--- src/hw/rtl/aar_pkg.sv ---
// Shared types, constants and the arctangent table for the axis-angle rotation matrix block.
// No dependencies.
`default_nettype none
package aar_pkg;

	localparam int CORDIC_STAGES = 16;
	localparam int CORDIC_RUN    = (CORDIC_STAGES > 30) ? 30 : CORDIC_STAGES;
	localparam int SQRT_CELLS    = 32;
	localparam int DIV_CELLS     = 31;

	localparam logic signed [33:0] CORDIC_GAIN = 34'sd652032874;
	localparam logic signed [15:0] ANGLE_LIMIT = 16'sd25736;

	// State handed from cell to cell along the chain
	typedef struct packed {
		logic                   vld;
		logic                   zero;
		logic signed [15:0]     ang;
		logic signed [31:0]     ox;
		logic signed [31:0]     oy;
		logic signed [31:0]     oz;
		logic [2:0]             neg;
		logic [2:0][15:0]       mag;
		logic [31:0]            rad;
		logic [32:0]            srem;
		logic [31:0]            root;
		logic [2:0][31:0]       drem;
		logic [30:0]            nlo;
		logic [2:0][30:0]       quo;
		logic signed [33:0]     cx;
		logic signed [33:0]     cy;
		logic signed [33:0]     cz;
	} work_t;

	// atan(2^-i) in Q2.30, truncated
	function automatic logic [31:0] atan_q30(input logic [4:0] i);
		logic [31:0] v;
		unique case (i)
			5'd0:  v = 32'h3243F6A8;
			5'd1:  v = 32'h1DAC6705;
			5'd2:  v = 32'h0FADBAFC;
			5'd3:  v = 32'h07F56EA6;
			5'd4:  v = 32'h03FEAB76;
			5'd5:  v = 32'h01FFD55B;
			5'd6:  v = 32'h00FFFAAA;
			5'd7:  v = 32'h007FFF55;
			5'd8:  v = 32'h003FFFEA;
			5'd9:  v = 32'h001FFFFD;
			5'd10: v = 32'h000FFFFF;
			5'd11: v = 32'h0007FFFF;
			5'd12: v = 32'h0003FFFF;
			5'd13: v = 32'h0001FFFF;
			5'd14: v = 32'h0000FFFF;
			5'd15: v = 32'h00007FFF;
			5'd16: v = 32'h00003FFF;
			5'd17: v = 32'h00001FFF;
			5'd18: v = 32'h00000FFF;
			5'd19: v = 32'h000007FF;
			5'd20: v = 32'h000003FF;
			5'd21: v = 32'h000001FF;
			5'd22: v = 32'h000000FF;
			5'd23: v = 32'h0000007F;
			5'd24: v = 32'h0000003F;
			5'd25: v = 32'h0000001F;
			5'd26: v = 32'h0000000F;
			5'd27: v = 32'h00000007;
			5'd28: v = 32'h00000003;
			5'd29: v = 32'h00000001;
			default: v = 32'h0;
		endcase
		return v;
	endfunction

endpackage
`default_nettype wire

--- src/hw/rtl/aar_div_cell.sv ---
// One cell of the normalising divider chain: one quotient bit per cycle for all three components.
// Depends on aar_pkg.
`default_nettype none
module aar_div_cell import aar_pkg::*; (
	input  logic  clk,
	input  logic  arst_n,
	input  work_t cin,
	output work_t cout
);

	logic [32:0] cur [3];
	work_t       nxt;

	always_comb begin
		nxt = cin;
		for (int k = 0; k < 3; k++) begin
			cur[k] = {cin.drem[k], cin.nlo[30]};
			if (cur[k] >= {1'b0, cin.root}) begin
				nxt.drem[k] = 32'(cur[k] - {1'b0, cin.root});
				nxt.quo[k]  = {cin.quo[k][29:0], 1'b1};
			end else begin
				nxt.drem[k] = cur[k][31:0];
				nxt.quo[k]  = {cin.quo[k][29:0], 1'b0};
			end
		end
		nxt.nlo = {cin.nlo[29:0], 1'b0};
	end

	always_ff @(posedge clk or negedge arst_n) begin
		if (!arst_n) begin
			cout <= '0;
		end else begin
			cout <= nxt;
		end
	end

endmodule
`default_nettype wire

--- config.mk ---
export PLATFORM = sky130hd
export DESIGN_NAME = aar_div_cell
export DESIGN_NICKNAME = d
export VERILOG_FILES = /design/src/hw/rtl/aar_pkg.sv /design/src/hw/rtl/aar_div_cell.sv
export SDC_FILE = /design/constraint.sdc
export NUM_CORES = 1
export LEC_CHECK = 0
export ABC_AREA = 0
export BUFFER_PORTS_ARGS = -buffer_cell sky130_fd_sc_hd__clkbuf_2
export CAP_MARGIN = 30
export CORE_AREA = 2 2 455 457
export DETAILED_ROUTE_END_ITERATION = 10
export DIE_AREA = 0 0 457 459
export HOLD_SLACK_MARGIN = 0.12
export PLACE_DENSITY_LB_ADDON = 0.08
export SKIP_CTS_REPAIR_TIMING = 1
export SYNTH_ARGS = -nofsm -noshare
export SYNTH_HDL_FRONTEND = slang
export SYNTH_SLANG_ARGS = --single-unit
--- constraint.sdc ---
create_clock -name clk -period 0.8 [get_ports clk]
set_input_delay 0.04 -clock clk [delete_from_list [all_inputs] [get_ports clk]]
set_output_delay 0.04 -clock clk [all_outputs]
set_load 0.005 [all_outputs]
==> out/metrics.cfg <==
[outcome]
status = finished, violations left
failed_checks = negative hold slack, negative setup slack

[setup_path]
critPathBufInv = 9
cpPeakStageDelay_ns = 0.29
critPathLaunchType = primary input
critical_path_required_ns = 1.40
path_class = in -> reg
critical_path.top_delay_family = buffers and inverters
end_kind = register
cpMaxStageDelayCell = o31a_1
crit_chain = buf_8 -> buf_6 -> clkinvlp_4 -> buf_6 -> buf_4 -> ha_4 -> nand3b_1 -> a21oi_4 -> buf_4 -> o211ai_1 -> nand2_2 -> o31a_1 -> o21ai_4 -> clkinv_4 -> buf_12 -> buf_12 -> a31o_2
worstPathMaxFanout = 12
worstPathArrival_ns = 2.69

[detailed_routing]
post_drt_wl_per_cell_um = 27.4
route.met2.wl_um = 95500
wirelength_um = 196000
met1_length_um = 76500
via_count = 24000
route.detailed.drc = 0
routed-wl-met3_um = 15600
drt_iter0_drc = 921
vias_per_cell = 3.37
top_layer_used = met5
ant_nets = 0
drt_pass1_iterations = 5

[sta]
grt_setup_unrepaired = true
setup_slack_ns = -1.29
hold_ws_ns = -0.526
worst_pin_slew_ns = 0.888
post-route-period-util = 2.61
setup_violations = 731
finalHoldViolCount = 133
finalMaxSlewViolations = 0
relSlewSlack = 0.406
min_period_ns = 2.09
fmax_mhz = 479

[place]
dp_slack_ns = -2.50
placed_cell_area_mm2 = 0.0345
hpwl_um = 164000
dp_cells = 5879
gp_routability_congestion = 0.805
io_buffers = 1165

[clock_network]
cts-root-buf = clkbuf_16
htreeDepth = 3
cts_buffers = 84
clkTransAtPathRegs_ns = 0.06
clockBufferDepth = 3
cts_tree = built
numClockSinks = 583

[final_layout]
largest-register = cout
nNetsFinal = 4993
largest_register_ffs = 583
final_area_mm2 = 0.0511
n_fill_cell = 22300
reg_top3 = cout: 583 flops
drive_gt1_frac = 0.484
finalNonFillerCells = 7137
areaGrowthSynthToFinish_pct = 142
fin_util = 0.248

[power_and_ir_drop]
leakagePower_nw = 23.8
ir_drop_mv = 1.56
cellPowerDensity_mw_per_mm2 = 1920

[min_path]
hold_path.class = in -> reg

[synth]
syn_inst = 1562
synthFlopType = dfrtp_1
yosysMostFrequentCell = dfrtp_1
ys_warn_count = 0
syn-cell-area_mm2 = 0.0211
synthesis.nets = 2245
yosys-top-cells-count = dfrtp_1, nand2_1, a21oi_1
netlist.area_leader.share = 0.691
yosysTopAreaCell = dfrtp_1
ys_types = 77
seq_area_frac_synth = 0.691
async_flop_share = 1.00
synth_edf_count = 0
synth.area.top_cells = dfrtp_1, ha_1, a21oi_1, xnor2_1, nand2_1
ys_seq_elements = 583
synth_area_per_cell_um2 = 13.5

[global_routing]
grt_max_degree = 36
antenna_found_initial = 142
grt_pass1_wl_um = 233000
grt_usage = 0.173
grt_pass1_vias = 21500
gr-total-overflow = 0

[floorplanning]
die_area_mm2 = 0.210
die_w_um = 457
die_h_um = 459
initial_core_util = 0.103
rows = 167
ios = 1170
core_region_area_mm2 = 0.206

[job]
cap_violations = 0

[kinds of logic (layout without fill, tap and decap cells)]
family	count (synthesis)	in the layout	synth area share
AO/OA/AOI/OAI	356	356	0.111
XOR/XNOR	72	72	0.0299
adder cells (fa/ha/maj)	97	97	0.0585
buffers and inverters	106	2918	0.0216
flip-flops	583	583	0.691
multiplexers	32	32	0.0169
other	1	58	0.000178
AND/OR/NAND/NOR	315	317	0.0714
[cell type report]
type,count,area [um2],area share
flip-flops and latches,583,14600,0.286
diodes,57,143,0.00279
repair buffers,2699,22100,0.433
well taps,2704,3380,0.0663
multi-input cells,875,7560,0.148
inverters,67,318,0.00622
clock buffers,120,2420,0.0473
clock inverters,32,542,0.0106
[routing by layer]
layer  vias to the layer above  global-route usage
met2                       859               0.296
met3                       333              0.0953
li1                      11000                   -
met5                         -             0.00781
met1                     11700               0.176
met4                       102              0.0605
[report_power, final]
part | leakage [nW] | internal [mW] | switching [mW] | total (mW)
combinational | 15.6 | 12.9 | 11.6 | 24.5
sequential | 6.79 | 31.8 | 1.21 | 33.0
clock | 1.43 | 24.1 | 16.5 | 40.7
[stage by stage]
step / TNS, ns / power (mW)
after floorplan: -128.72 / 38.3
after global placement: -216.37 / 51.2
after detailed placement: -216.41 / 50.9
after CTS: -471.30 / 93.0
after global routing: -451.10 / 103
final: -392.85 / 98.1
[final timing paths]
kind | startpoint | end | slack (ns) | depth (start not counted)
max | cin[323] | cout[282] | -1.29 | 17
min | cin[345] | cout[345] | -0.53 | 1
max in group asynchronous | arst_n | cout[65] | -0.42 | 9
min in group asynchronous | arst_n | cout[119] | -0.30 | 7
[placed cells by master (no fill, tap or decap), drive strengths merged, types with 57 or more instances in the layout]
cell,Yosys,routed
inv,67,58
o21ai,78,78
a21oi,102,102
nor2,66,66
dlygate4sd3,0,998
ha,94,94
buf,19,778
dfrtp,583,583
diode,0,57
clkbuf,20,1043
nand2,104,104
Note: power is estimated with default switching activity, not from simulation.
