--- config.mk ---
export PLATFORM = sky130hd
export DESIGN_NAME = aar_cordic_cell
export DESIGN_NICKNAME = d
export VERILOG_FILES = /design/src/hw/rtl/aar_pkg.sv /design/src/hw/rtl/aar_cordic_cell.sv
export SDC_FILE = /design/constraint.sdc
export NUM_CORES = 1
export LEC_CHECK = 0
export ABC_CLOCK_PERIOD_IN_PS = 900
export BUFFER_PORTS_ARGS = -buffer_cell sky130_fd_sc_hd__buf_2
export CORE_AREA = 2 2 453 455
export DETAILED_ROUTE_END_ITERATION = 12
export DIE_AREA = 0 0 455 457
export GPL_TIMING_DRIVEN = 0
export PLACE_DENSITY = 0.39
export SYNTH_ARGS = -nofsm -noshare
export SYNTH_HDL_FRONTEND = slang
export SYNTH_SLANG_ARGS = --single-unit
--- constraint.sdc ---
create_clock -name clk -period 0.9 [get_ports clk]
set_clock_uncertainty 0.15 [all_clocks]
set_input_delay 0.09 -clock clk [delete_from_list [all_inputs] [get_ports clk]]
set_output_delay 0.09 -clock clk [all_outputs]
set_load 0.005 [all_outputs]
--- src/hw/rtl/aar_pkg.sv ---
// Shared types, constants and the arctangent table for the axis-angle rotation matrix block.
// No dependencies.
`default_nettype none
package aar_pkg;

	localparam int CORDIC_STAGES = 16;
	localparam int CORDIC_RUN    = (CORDIC_STAGES > 30) ? 30 : CORDIC_STAGES;
	localparam int SQRT_CELLS    = 32;
	localparam int DIV_CELLS     = 31;

	localparam logic signed [33:0] CORDIC_GAIN = 34'sd652032874;
	localparam logic signed [15:0] ANGLE_LIMIT = 16'sd25736;

	// State handed from cell to cell along the chain
	typedef struct packed {
		logic                   vld;
		logic                   zero;
		logic signed [15:0]     ang;
		logic signed [31:0]     ox;
		logic signed [31:0]     oy;
		logic signed [31:0]     oz;
		logic [2:0]             neg;
		logic [2:0][15:0]       mag;
		logic [31:0]            rad;
		logic [32:0]            srem;
		logic [31:0]            root;
		logic [2:0][31:0]       drem;
		logic [30:0]            nlo;
		logic [2:0][30:0]       quo;
		logic signed [33:0]     cx;
		logic signed [33:0]     cy;
		logic signed [33:0]     cz;
	} work_t;

	// atan(2^-i) in Q2.30, truncated
	function automatic logic [31:0] atan_q30(input logic [4:0] i);
		logic [31:0] v;
		unique case (i)
			5'd0:  v = 32'h3243F6A8;
			5'd1:  v = 32'h1DAC6705;
			5'd2:  v = 32'h0FADBAFC;
			5'd3:  v = 32'h07F56EA6;
			5'd4:  v = 32'h03FEAB76;
			5'd5:  v = 32'h01FFD55B;
			5'd6:  v = 32'h00FFFAAA;
			5'd7:  v = 32'h007FFF55;
			5'd8:  v = 32'h003FFFEA;
			5'd9:  v = 32'h001FFFFD;
			5'd10: v = 32'h000FFFFF;
			5'd11: v = 32'h0007FFFF;
			5'd12: v = 32'h0003FFFF;
			5'd13: v = 32'h0001FFFF;
			5'd14: v = 32'h0000FFFF;
			5'd15: v = 32'h00007FFF;
			5'd16: v = 32'h00003FFF;
			5'd17: v = 32'h00001FFF;
			5'd18: v = 32'h00000FFF;
			5'd19: v = 32'h000007FF;
			5'd20: v = 32'h000003FF;
			5'd21: v = 32'h000001FF;
			5'd22: v = 32'h000000FF;
			5'd23: v = 32'h0000007F;
			5'd24: v = 32'h0000003F;
			5'd25: v = 32'h0000001F;
			5'd26: v = 32'h0000000F;
			5'd27: v = 32'h00000007;
			5'd28: v = 32'h00000003;
			5'd29: v = 32'h00000001;
			default: v = 32'h0;
		endcase
		return v;
	endfunction

endpackage
`default_nettype wire

--- src/hw/rtl/aar_cordic_cell.sv ---
// One rotation-mode CORDIC stage; stage is tied to a constant at the instance.
// Depends on aar_pkg.
`default_nettype none
module aar_cordic_cell import aar_pkg::*; (
	input  logic       clk,
	input  logic       arst_n,
	input  logic [4:0] stage,
	input  work_t      cin,
	output work_t      cout
);

	logic signed [33:0] dx;
	logic signed [33:0] dy;
	logic signed [33:0] at;
	work_t              nxt;

	always_comb begin
		nxt = cin;
		dx  = cin.cy >>> stage;
		dy  = cin.cx >>> stage;
		at  = signed'({2'b00, atan_q30(stage)});
		if (!cin.cz[33]) begin
			nxt.cx = cin.cx - dx;
			nxt.cy = cin.cy + dy;
			nxt.cz = cin.cz - at;
		end else begin
			nxt.cx = cin.cx + dx;
			nxt.cy = cin.cy - dy;
			nxt.cz = cin.cz + at;
		end
	end

	always_ff @(posedge clk or negedge arst_n) begin
		if (!arst_n) begin
			cout <= '0;
		end else begin
			cout <= nxt;
		end
	end

endmodule
`default_nettype wire

==> flow_summary.toml <==
[logic_synthesis]
syn_inst = 2108
synth_edf_count = 0
synthDistinctLibCells = 91
synth_cell_area_mm2 = 0.0262
netlist_top_cells_area = "sky130_fd_sc_hd__dfrtp_1 56%, sky130_fd_sc_hd__ha_1 5.2%, sky130_fd_sc_hd__mux4_2 4.8%, sky130_fd_sc_hd__xnor2_1 4.0%, sky130_fd_sc_hd__a21oi_1 2.9%"
yosys_warnings = 0
synth.ff_latch_count = 584
synth-async-reset-ratio_pct = 100
synth_top_cell_area_share_pct = 55.7
net_count_after_synthesis = 2812
ys_seq_area_share_pct = 55.7
synth_largest_area_cell = "sky130_fd_sc_hd__dfrtp_1"
postSynth.topFlopCell = "sky130_fd_sc_hd__dfrtp_1"
post_synth.cell_area_avg_um2 = 12.4

[outcome]
violations = "negative hold slack, negative setup slack"
run_status = "finished with violations"

[timing]
final_min_period_over_clock_period_pct = 584
slew_headroom_pct = 1.35
finalHoldWorstSlack_ns = -0.906
transition_at_the_pin_with_the_smallest_max_transition_slack_ns = 1.48
fin_ws_ns = -4.35
layout_min_cycle_time_ns = 5.25
hold_violations = 331
timing_max_transition_violations_final = 0
rsz0062_at_grt = "true"
setup_violations = 981
max_clock_freq_mhz = 190

[setup_path]
crit_required_ns = 1.36
timing.setup.critical_path_class = "input port to register"
worst_path_maximum_fanout = 6
worst_setup_path_start_kind = "input port"
cp_capture_type = "register"
crit_path_max_cell_delay_ns = 0.58
worst_path_max_delay_cell = "sky130_fd_sc_hd__or4_4"
cp.arrival_ns = 5.72

[detailed_routing]
drt-met1-wl_um = 103000
wl_met3_um = 17500
routedWlPerCell_um = 34.2
detail_route.wirelength_um = 251000
detailedRoute.firstIterationViolations = 1995
dr_wl_met2_um = 117000
dr.max_layer_used = "met5"
route.vias.total = 29100
detail_route.vias_per_cell = 3.97
firstDrtPassIters = 5
drt.antenna.violating_nets = 0
remaining_drc_errors = 0

[cells_and_area]
fin_util_pct = 26.1
finalNetCount = 5209
commonest_cells_after_routing_fill_and_taps_aside = "1170 x sky130_fd_sc_hd__buf_2, 895 x sky130_fd_sc_hd__dlygate4sd3_1, 581 x sky130_fd_sc_hd__dfrtp_1"
nFillCells = 21900
largestRegisters = "cout: 584 flops"
largest_register_ff_count = 584
regMostFlops = "cout"
layout_commonest_cell = "sky130_fd_sc_hd__buf_2"
drive_above_1_share_pct = 46.8
layout-area-overhead-vs-synth_pct = 102

[hold_path]
hold_path.class = "input port to asynchronous set/reset pin"

[clock_network]
cts_made_buffers = 85
tritoncts = "done"
clock_tree.htree_level_count = 3
path_clk_slew_ns = 0.06
holdBufCountCts = 895
cts_max_path_buffers = 3
clock-root-buffer = "sky130_fd_sc_hd__clkbuf_16"
clock-sinks = 584

[place]
place_worst_setup_slack_ns = -7.32
io_buffers = 1172
place.gp.congestion = 1.01
place_hpwl_um = 206000

[global_routing]
grt_use_total_pct = 23.3
number_of_antenna_violations_at_the_first_check_in_global_routing = 149
number_of_global_route_vias_before_repair = 29700
grt_pass1_wl_um = 315000
grt_start_max_net_pins = 108
grt_overflow = 0

[pwr]
pwr_density_cell_mw_per_mm2 = 1880
p_total_mw = 99.7
peak_ir_drop_on_the_vdd_network_uv = 1350
p_leak_nw = 23.8

[floorplanning]
ios = 1175
num_rows = 166
total_die_area_mm2 = 0.208
fp.dieW_um = 455
starting_density_of_the_core_pct = 12.9
floorplan.die.height_um = 457
placeableCoreArea_mm2 = 0.203

[job]
drv.max_cap_violation_count = 0
cell families (layout without fill, tap and decap cells):
logic type	Yosys count	count (layout)	share of synthesized area, %
flops	584	584	55.7
compound gates	501	501	12.5
simple gates	438	438	8.32
xor+xnor	174	174	5.81
mux	165	165	9.85
buf+inv	133	2599	2.39
fa+ha+maj	113	113	5.47
other cells	0	64	0
worst max-delay path by stage:
| stage | from | end | slack [ns] | cells after the start |
|---|---|---|---|---|
| 6_report | stage[0] | cout[61] | -4.35 | 28 |
| 5_1_grt | stage[0] | cout[100] | -4.45 | 24 |
| 4_1_cts | stage[0] | cout[67] | -4.32 | 25 |
| 3_5_place_dp | stage[1] | cout[67] | -7.32 | 23 |
| 3_3_place_gp | arst_n | cout[77] | -14.68 | 1 |
| 2_1_floorplan | stage[0] | cout[100] | -4.36 | 22 |
metrics by stage:
| step | TNS [ns] | area, um2 | std cells |
|---|---|---|---|
| floorplan | -324.91 | 26600 | 2108 |
| global placement | -9049.29 | 35900 | 5968 |
| detailed placement | -882.05 | 36100 | 5974 |
| CTS | -741.88 | 51100 | 7180 |
| global route | -786.69 | 53100 | 7297 |
| finish | -702.22 | 53100 | 7326 |
worst max-delay path, delay by kind of cell:
family | cells | cell delay [ns]
buf+inv | 10 | 1.26
mux | 2 | 0.74
fa+ha+maj | 1 | 0.24
xor+xnor | 2 | 0.42
simple gates | 4 | 1.03
compound gates | 9 | 1.92
synthesized netlist by cell type (6+ instances only):
library cell                 n
sky130_fd_sc_hd__a21oi_1   151
sky130_fd_sc_hd__a22o_1      9
sky130_fd_sc_hd__ha_1      110
sky130_fd_sc_hd__o21bai_1   14
sky130_fd_sc_hd__clkbuf_1   38
sky130_fd_sc_hd__a31oi_1    26
sky130_fd_sc_hd__xnor2_1   120
sky130_fd_sc_hd__mux2i_1    57
sky130_fd_sc_hd__nand4_1    11
sky130_fd_sc_hd__nor4_1      8
sky130_fd_sc_hd__mux4_2     56
sky130_fd_sc_hd__buf_2      16
sky130_fd_sc_hd__inv_1      51
sky130_fd_sc_hd__o22ai_1    20
sky130_fd_sc_hd__buf_1      14
sky130_fd_sc_hd__buf_6       6
sky130_fd_sc_hd__nand3_1    20
sky130_fd_sc_hd__o211ai_1   13
sky130_fd_sc_hd__a21o_1     57
sky130_fd_sc_hd__o21ai_0    81
sky130_fd_sc_hd__or2_2       7
sky130_fd_sc_hd__and2_1     19
sky130_fd_sc_hd__nor2b_1    20
sky130_fd_sc_hd__o221ai_1    9
sky130_fd_sc_hd__o21a_1     17
sky130_fd_sc_hd__xor2_1     54
sky130_fd_sc_hd__nand2_1   115
sky130_fd_sc_hd__a211oi_1   16
sky130_fd_sc_hd__mux2_2     40
sky130_fd_sc_hd__dfrtp_1   584
sky130_fd_sc_hd__nor3_1     30
sky130_fd_sc_hd__nand2b_1   18
sky130_fd_sc_hd__nor2_1    140
sky130_fd_sc_hd__and3_1      9
sky130_fd_sc_hd__mux4_1     11
sky130_fd_sc_hd__o41ai_1     8
sky130_fd_sc_hd__a211o_1     8
sky130_fd_sc_hd__nor3b_1     7
where the power goes:
| group | switching (mW) | internal, mW | total, mW |
|---|---|---|---|
| combinational | 18.0 | 15.1 | 33.1 |
| clock | 14.8 | 21.4 | 36.2 |
| sequential | 1.11 | 29.2 | 30.3 |
area by class of cell:
| class | count | area (um2) | share of cell area [%] |
|---|---|---|---|
| Clock buffer | 112 | 2390 | 4.50 |
| Buffer | 77 | 764 | 1.44 |
| Sequential cell | 584 | 14600 | 27.5 |
| Inverter | 54 | 224 | 0.422 |
| Clock inverter | 44 | 571 | 1.07 |
| Timing Repair Buffer | 2312 | 17200 | 32.4 |
| Antenna cell | 64 | 160 | 0.301 |
| Multi-Input combinational cell | 1391 | 13800 | 26.0 |
| Tap cell | 2688 | 3360 | 6.33 |
routing by layer:
metal  GRT usage (%)  up-vias
met4            9.07       34
met2            38.5     1419
met5               0        -
met3            5.71      415
li1                -    12500
met1            28.9    14700
timing repair:
action | in CTS | in global routing
endpoints found under the setup margin | 780 | 1080
pin swaps | 129 | 207
hold endpoints to repair | 841 | 328
buffers inserted | 153 | 92
resized for setup | 437 | 253
gates cloned | 4 | 0
No activity file was read; power rests on OpenSTA's default activity.
