### src/hw/rtl/aar_pkg.sv
// Shared types, constants and the arctangent table for the axis-angle rotation matrix block.
// No dependencies.
`default_nettype none
package aar_pkg;

	localparam int CORDIC_STAGES = 16;
	localparam int CORDIC_RUN    = (CORDIC_STAGES > 30) ? 30 : CORDIC_STAGES;
	localparam int SQRT_CELLS    = 32;
	localparam int DIV_CELLS     = 31;

	localparam logic signed [33:0] CORDIC_GAIN = 34'sd652032874;
	localparam logic signed [15:0] ANGLE_LIMIT = 16'sd25736;

	// State handed from cell to cell along the chain
	typedef struct packed {
		logic                   vld;
		logic                   zero;
		logic signed [15:0]     ang;
		logic signed [31:0]     ox;
		logic signed [31:0]     oy;
		logic signed [31:0]     oz;
		logic [2:0]             neg;
		logic [2:0][15:0]       mag;
		logic [31:0]            rad;
		logic [32:0]            srem;
		logic [31:0]            root;
		logic [2:0][31:0]       drem;
		logic [30:0]            nlo;
		logic [2:0][30:0]       quo;
		logic signed [33:0]     cx;
		logic signed [33:0]     cy;
		logic signed [33:0]     cz;
	} work_t;

	// atan(2^-i) in Q2.30, truncated
	function automatic logic [31:0] atan_q30(input logic [4:0] i);
		logic [31:0] v;
		unique case (i)
			5'd0:  v = 32'h3243F6A8;
			5'd1:  v = 32'h1DAC6705;
			5'd2:  v = 32'h0FADBAFC;
			5'd3:  v = 32'h07F56EA6;
			5'd4:  v = 32'h03FEAB76;
			5'd5:  v = 32'h01FFD55B;
			5'd6:  v = 32'h00FFFAAA;
			5'd7:  v = 32'h007FFF55;
			5'd8:  v = 32'h003FFFEA;
			5'd9:  v = 32'h001FFFFD;
			5'd10: v = 32'h000FFFFF;
			5'd11: v = 32'h0007FFFF;
			5'd12: v = 32'h0003FFFF;
			5'd13: v = 32'h0001FFFF;
			5'd14: v = 32'h0000FFFF;
			5'd15: v = 32'h00007FFF;
			5'd16: v = 32'h00003FFF;
			5'd17: v = 32'h00001FFF;
			5'd18: v = 32'h00000FFF;
			5'd19: v = 32'h000007FF;
			5'd20: v = 32'h000003FF;
			5'd21: v = 32'h000001FF;
			5'd22: v = 32'h000000FF;
			5'd23: v = 32'h0000007F;
			5'd24: v = 32'h0000003F;
			5'd25: v = 32'h0000001F;
			5'd26: v = 32'h0000000F;
			5'd27: v = 32'h00000007;
			5'd28: v = 32'h00000003;
			5'd29: v = 32'h00000001;
			default: v = 32'h0;
		endcase
		return v;
	endfunction

endpackage
`default_nettype wire

### src/hw/rtl/aar_sqrt_cell.sv
// One cell of the square-root chain: one root bit per cycle.
// Depends on aar_pkg.
`default_nettype none
module aar_sqrt_cell import aar_pkg::*; (
	input  logic  clk,
	input  logic  arst_n,
	input  work_t cin,
	output work_t cout
);

	logic [34:0] cur;
	logic [34:0] trial;
	work_t       nxt;

	always_comb begin
		nxt   = cin;
		cur   = {cin.srem, cin.rad[31:30]};
		trial = {1'b0, cin.root, 2'b01};
		if (cur >= trial) begin
			nxt.srem = 33'(cur - trial);
			nxt.root = {cin.root[30:0], 1'b1};
		end else begin
			nxt.srem = cur[32:0];
			nxt.root = {cin.root[30:0], 1'b0};
		end
		nxt.rad = {cin.rad[29:0], 2'b00};
	end

	always_ff @(posedge clk or negedge arst_n) begin
		if (!arst_n) begin
			cout <= '0;
		end else begin
			cout <= nxt;
		end
	end

endmodule
`default_nettype wire

### config.mk
export PLATFORM = sky130hd
export DESIGN_NAME = aar_sqrt_cell
export DESIGN_NICKNAME = d
export VERILOG_FILES = /design/src/hw/rtl/aar_pkg.sv /design/src/hw/rtl/aar_sqrt_cell.sv
export SDC_FILE = /design/constraint.sdc
export NUM_CORES = 1
export LEC_CHECK = 0
export ABC_AREA = 1
export ABC_CLOCK_PERIOD_IN_PS = 800
export BUFFER_PORTS_ARGS = -buffer_cell sky130_fd_sc_hd__buf_2
export CAP_MARGIN = 10
export CORE_AREA = 2 2 459 461
export DETAILED_ROUTE_END_ITERATION = 16
export DIE_AREA = 0 0 461 463
export PLACE_DENSITY = 0.3
export SETUP_SLACK_MARGIN = 0.2
export SYNTH_ARGS = -nofsm -noshare
export SYNTH_HDL_FRONTEND = slang
export SYNTH_SLANG_ARGS = --single-unit
### constraint.sdc
create_clock -name clk -period 0.8 [get_ports clk]
set_clock_uncertainty 0.1 [all_clocks]
set_input_delay 0.08 -clock clk [delete_from_list [all_inputs] [get_ports clk]]
set_output_delay 0.08 -clock clk [all_outputs]
set_load 0.05 [all_outputs]
==> flow_metrics.env, run 1 <==
export IMPL_status="finished with violations"
export IMPL_violations="hold timing, setup timing"
export IMPL_postPlaceCellArea_mm2=0.0339
export IMPL_maxCapViolations=0
export IMPL_setup_violations=616
export IMPL_crit_fanout=1
export IMPL_slew_violations=0
export IMPL_ant_nets=0
export IMPL_grt_pass1_vias=19500
export IMPL_fin_tns_setup_ns=-397.19
export IMPL_syn_avg_cell_area_um2=14.1
export IMPL_core_mm2=0.209
export IMPL_largest_reg_flops=582
export IMPL_dp_cells=5414
export IMPL_hold_worst_slack_ns=-0.627
export IMPL_p_clk_frac=0.397
export IMPL_ys_flop_type="dfrtp_1"
export IMPL_power_internal_mw=63.6
export IMPL_path_clk_slew_ns=0.06
export IMPL_setup_ws_ns=-0.800
export IMPL_grt_max_degree=35
export IMPL_io_buffers=1167
export IMPL_hpwl_um=123000
export IMPL_synthCells=1268
export IMPL_switchingPower_mw=30.3
export IMPL_synth_seq_cells=582
export IMPL_powerDensity_mw_per_mm2=2070
export IMPL_drt_initial_drc_count=675
export IMPL_p_leak_nw=20.5
export IMPL_ir_drop_mv=1.70
export IMPL_final_hold_violation_count=1064
export IMPL_power_frac_seq=0.351
export IMPL_p_sw_frac=0.323
export IMPL_drive_above_1_share=0.667
export IMPL_num_rows=168
export IMPL_syn_area_mm2=0.0179
export IMPL_htreeDepth=3
export IMPL_cp_required_ns=0.62
export IMPL_hold_path_class="in2async"
export IMPL_ios=1170
export IMPL_synth_edf_count=0
export IMPL_p_comb_frac=0.253
export IMPL_drt_first_pass_iters=4
export IMPL_start_util=0.0857
export IMPL_avgRoutedWirePerCell_um=23.7
export IMPL_top_register="cout"
export IMPL_synth_warnings=0
export IMPL_final_area_mm2=0.0455
export IMPL_drc_errors=0
export IMPL_vias=17400
export IMPL_cts_tree="built"
export IMPL_cts_inserted_buffers=77
export IMPL_grtUsageTotal=0.135
export IMPL_ys_seq_area_frac=0.815
export IMPL_final_core_util=0.218
export IMPL_final_nets=3903
export IMPL_synth_cell_types=29
export IMPL_grt_ovfl_total=0
export IMPL_areaGrowthSynthToFinish_pct=155
export IMPL_crit_path_end_kind="output port"
export IMPL_cts_root_buf="clkbuf_16"
export IMPL_antenna_found_initial=85
export IMPL_fin_cells=6171
export IMPL_cts_path_max_buffers=3
export IMPL_totalWireLength_um=146000
export IMPL_crit_arrival_ns=1.42
export IMPL_dieArea_mm2=0.213
export IMPL_vias_per_cell=2.83
export IMPL_cts_sinks=582
export IMPL_crit_type="reg2out"
export IMPL_gp_congestion=0.858
export IMPL_timing_final_crit_share=2.00
export IMPL_finalCriticalPeriod_ns=1.60
export IMPL_die_y_um=463
export IMPL_clock_fmax_mhz=625
export IMPL_critPathLaunchType="flop"
export IMPL_reg_largest_list="cout (582)"
export IMPL_die_w_um=461
export IMPL_grt_first_pass_wirelength_um=189000
export IMPL_ys_async_sr_fraction=1.00
export IMPL_rsz0062_at_grt="true"
## routing by layer
metal  GRT usage  vias up  part of all wire
met5           0        -           0.00043
met4      0.0479       10             0.039
met3      0.0424      250             0.075
met2       0.254      893              0.54
met1       0.137     8347              0.35
li1            -     7934                 -
## metrics by stage
step	worst slack, ns	power (mW)
floorplan	-0.726	41.1
global placement	-1.36	52.8
detailed placement	-1.32	52.7
CTS	-0.889	95.9
global route	-0.896	98.1
finish	-0.800	93.9
## critical path, cell delays in order, from the launching register on
cell	delay [ns]
dfrtp_1	0.40
buf_12	0.15
buf_12	0.14
## placed cells by master (no fill, tap or decap), types with 12 or more instances in the layout
cell type,n
buf_2,562
dlygate4sd3_1,551
dfrtp_2,443
buf_6,335
buf_12,294
nand2_1,201
buf_4,187
dfrtp_1,139
inv_1,117
nand2_2,93
clkbuf_16,78
nand2_4,34
ha_4,32
inv_2,24
nor2_1,20
nand3_1,19
diode_2,18
nand3_2,18
clkbuf_8,18
nor2_4,15
clkbuf_1,14
a21oi_1,13
inv_4,13
xor2_1,12
## power groups by stage
stage	clock network, mW	registers (mW)	logic (mW)
2_1_floorplan	0	38.8	2.36
3_3_place_gp	0	33.3	19.5
3_5_place_dp	0	33.2	19.4
4_1_cts	39.0	33.0	23.9
5_1_grt	39.9	33.1	25.0
6_report	37.3	32.9	23.7
## area by class of cell
cell class / instances / area (µm²)
fillers: 22500 / 163000
flip-flops and latches: 582 / 15100
clock inverters: 34 / 452
diodes: 18 / 45.0
inverters: 160 / 683
clock buffers: 110 / 2250
well taps: 2805 / 3510
multi-input cells: 519 / 3780
repair buffers: 1943 / 19600
## synth_stat cells, types with 3 or more instances
master    instances  area, µm²
inv_1           155        582
nand2_1         299       1120
xor2_1           14        123
ha_1             34        425
and2_1            7       43.8
nand3b_1          9       67.6
nand2_2          30        188
nor2_1           35        131
buf_6             4       45.0
inv_2             4       15.0
nand4_1           3       18.8
nor3_1            9       45.0
nor2_2            6       37.5
nand3_1          39        195
a21oi_1          21        105
dfrtp_1         582      14600
## timing repair
item / CTS / global route
cloned: 4 / 0
hold buffers: 556 / 1
buffers inserted: 25 / 10
setup endpoints to repair: 616 / 616
resized for setup: 819 / 100
pin swaps: 81 / 58
hold endpoints to repair: 1163 / 1109
## cell families (layout without fill, tap and decap cells)
kind of cell	after synthesis	after routing	synth area share
XOR/XNOR	14	14	0.00686
AND/OR/NAND/NOR	444	444	0.108
flip-flops	582	582	0.815
buffers and inverters	168	2247	0.0389
adder cells (fa/ha/maj)	34	34	0.0238
AO/OA/AOI/OAI	25	25	0.00742
other	1	20	0.000210
## path summary, 6_finish.rpt
| kind | from | to | slack [ns] |
|---|---|---|---|
| setup / recovery | cout[568]$_DFF_PN0_ | cout[568] | -0.80 |
| hold / removal | arst_n | cout[400]$_DFF_PN0_ | -0.63 |
| max in group asynchronous | arst_n | cout[302]$_DFF_PN0_ | 0.52 |
| min in group clk | cin[327] | cout[328]$_DFF_PN0_ | -0.62 |
(Power assumes the default switching activity.)
==> inputs of run 2 (changes only) <==
--- a/config.mk
+++ b/config.mk
@@ -7,13 +7,14 @@
 export LEC_CHECK = 0
 export ABC_AREA = 1
 export ABC_CLOCK_PERIOD_IN_PS = 800
-export BUFFER_PORTS_ARGS = -buffer_cell sky130_fd_sc_hd__buf_2
 export CAP_MARGIN = 10
-export CORE_AREA = 2 2 459 461
+export CORE_AREA = 2 2 454 456
 export DETAILED_ROUTE_END_ITERATION = 16
-export DIE_AREA = 0 0 461 463
+export DIE_AREA = 0 0 456 458
+export DONT_BUFFER_PORTS = 1
 export PLACE_DENSITY = 0.3
 export SETUP_SLACK_MARGIN = 0.2
+export SKIP_LAST_GASP = 1
 export SYNTH_ARGS = -nofsm -noshare
 export SYNTH_HDL_FRONTEND = slang
 export SYNTH_SLANG_ARGS = --single-unit
==> run 2 against run 1 <==
Effect of this change: the run ends with hold timing, slew limit, setup timing left; via count fell by 23%; die area shrank 2.2%; routed wire length down 16%; global-route usage fell by 1.9 points; clock power is 1% lower; flip-flop and latch count unchanged; critical path depth shrank 1; count of clock-buffer cells in the layout decreased by 7; fmax grew 8.3%; critical path type unchanged; critical endpoint is now cout[537]; largest cell class is now registers.
==> flow_metrics.env, run 2 (same netlist as run 1, synthesis figures left out) <==
export IMPL_grt_first_pass_wirelength_um=158000
export IMPL_layout_commonest_cell="dlygate4sd3_1"
export IMPL_ant_nets=0
export IMPL_drc_errors=0
export IMPL_worst_path_stages=1
export IMPL_dieArea_mm2=0.209
export IMPL_crit_family="flip-flops"
export IMPL_status="finished with violations"
export IMPL_grt_ovfl_total=0
export IMPL_final_nets=2848
export IMPL_avgRoutedWirePerCell_um=24.6
export IMPL_hold_path_class="in2async"
export IMPL_io_buffers=0
export IMPL_ios=1170
export IMPL_path_clk_slew_ns=0.06
export IMPL_htreeDepth=3
export IMPL_fin_cells=4991
export IMPL_cp_required_ns=0.62
export IMPL_crit_path_end_kind="output port"
export IMPL_final_core_util=0.181
export IMPL_setup_violations=711
export IMPL_die_y_um=458
export IMPL_start_util=0.0877
export IMPL_cts_inserted_buffers=76
export IMPL_drive_above_1_share=0.512
export IMPL_grtUsageTotal=0.115
export IMPL_rsz0062_at_grt="true"
export IMPL_reg_largest_list="cout (582)"
export IMPL_maxCapViolations=0
export IMPL_gp_congestion=0.890
export IMPL_slew_violations=269
export IMPL_clock_fmax_mhz=677
export IMPL_hpwl_um=101000
export IMPL_cts_root_buf="clkbuf_16"
export IMPL_final_cell_mix="dlygate4sd3_1 (519), dfrtp_2 (435), buf_12 (259), nand2_1 (212), dfrtp_1 (147)"
export IMPL_crit_type="reg2out"
export IMPL_p_leak_nw=15.3
export IMPL_num_rows=166
export IMPL_crit_arrival_ns=1.30
export IMPL_relSlewSlack=-0.337
export IMPL_drt_first_pass_iters=4
export IMPL_cts_path_max_buffers=3
export IMPL_powerDensity_mw_per_mm2=2380
export IMPL_largest_reg_flops=582
export IMPL_dp_cells=4297
export IMPL_critPathLaunchType="flop"
export IMPL_hold_worst_slack_ns=-1.01
export IMPL_totalWireLength_um=123000
export IMPL_tightest_slew_ns=2.00
export IMPL_final_hold_violation_count=1142
export IMPL_areaGrowthSynthToFinish_pct=107
export IMPL_setup_ws_ns=-0.678
export IMPL_violations="hold timing, slew limit, setup timing"
export IMPL_cp_slowest_cell="dfrtp_2"
export IMPL_cts_sinks=582
export IMPL_vias_per_cell=2.68
export IMPL_crit_fanout=1
export IMPL_grt_pass1_vias=15200
export IMPL_ir_drop_mv=1.38
export IMPL_antenna_found_initial=64
export IMPL_path_buf_inv=1
export IMPL_grt_max_degree=583
export IMPL_top_register="cout"
export IMPL_critPathMaxStageDelay_ns=0.45
export IMPL_die_w_um=456
export IMPL_drt_initial_drc_count=623
export IMPL_timing_final_crit_share=1.85
export IMPL_fin_tns_setup_ns=-369.55
export IMPL_finalCriticalPeriod_ns=1.48
export IMPL_core_mm2=0.204
export IMPL_cts_tree="built"
export IMPL_critical_path_cell_chain="buf_12"
export IMPL_vias=13400
export IMPL_dp_slack_ns=-1.22
[run 2: path summary, 6_finish.rpt]
path | to | from | slack, ns
max | cout[537] | cout[537]$_DFF_PN0_ | -0.68
min | cout[225]$_DFF_PN0_ | arst_n | -1.01
max in group asynchronous | cout[418]$_DFF_PN0_ | arst_n | -0.16
min in group clk | cout[353]$_DFF_PN0_ | cin[352] | -0.70
[run 2: area by class of cell]
| class | instances | area, µm² |
|---|---|---|
| Fill cell | 22000 | 167000 |
| Sequential cell | 582 | 15100 |
| Timing Repair Buffer | 889 | 11300 |
| Multi-Input combinational cell | 519 | 3750 |
| Tap cell | 2688 | 3360 |
| Clock buffer | 103 | 2090 |
| Inverter | 160 | 649 |
| Clock inverter | 39 | 579 |
| Antenna cell | 11 | 27.5 |
[run 2: where the power goes]
group / switching [mW] / internal [mW] / leakage, nW
clock: 15.4 / 21.5 / 1.28
combinational: 7.87 / 7.22 / 7.68
sequential: 4.54 / 31.4 / 6.35
[run 2: routing by layer]
metal,track usage,wire length [µm]
met1,0.108,39100
met3,0.0268,6330
met4,0.0507,5370
met5,0,34
met2,0.234,71700
[run 2: repair_timing]
| item | in CTS | in global routing |
|---|---|---|
| setup endpoints to repair | 616 | 693 |
| gates resized for setup | 102 | 94 |
| pin swaps | 33 | 36 |
| gates cloned | 4 | 0 |
| buffers inserted | 12 | 5 |
| endpoints found under the hold margin | 1164 | 1161 |
| hold buffers | 596 | 1 |
[run 2: per-stage QoR]
step	power, mW	hold WS (ns)	instance area (µm²)
6_report	87.9	-1.01	36900
5_1_grt	91.9	-1.07	36900
3_5_place_dp	48.6	-0.297	28100
2_1_floorplan	41.1	-0.316	19000
3_3_place_gp	48.7	-0.297	28100
4_1_cts	90.1	-1.10	37200
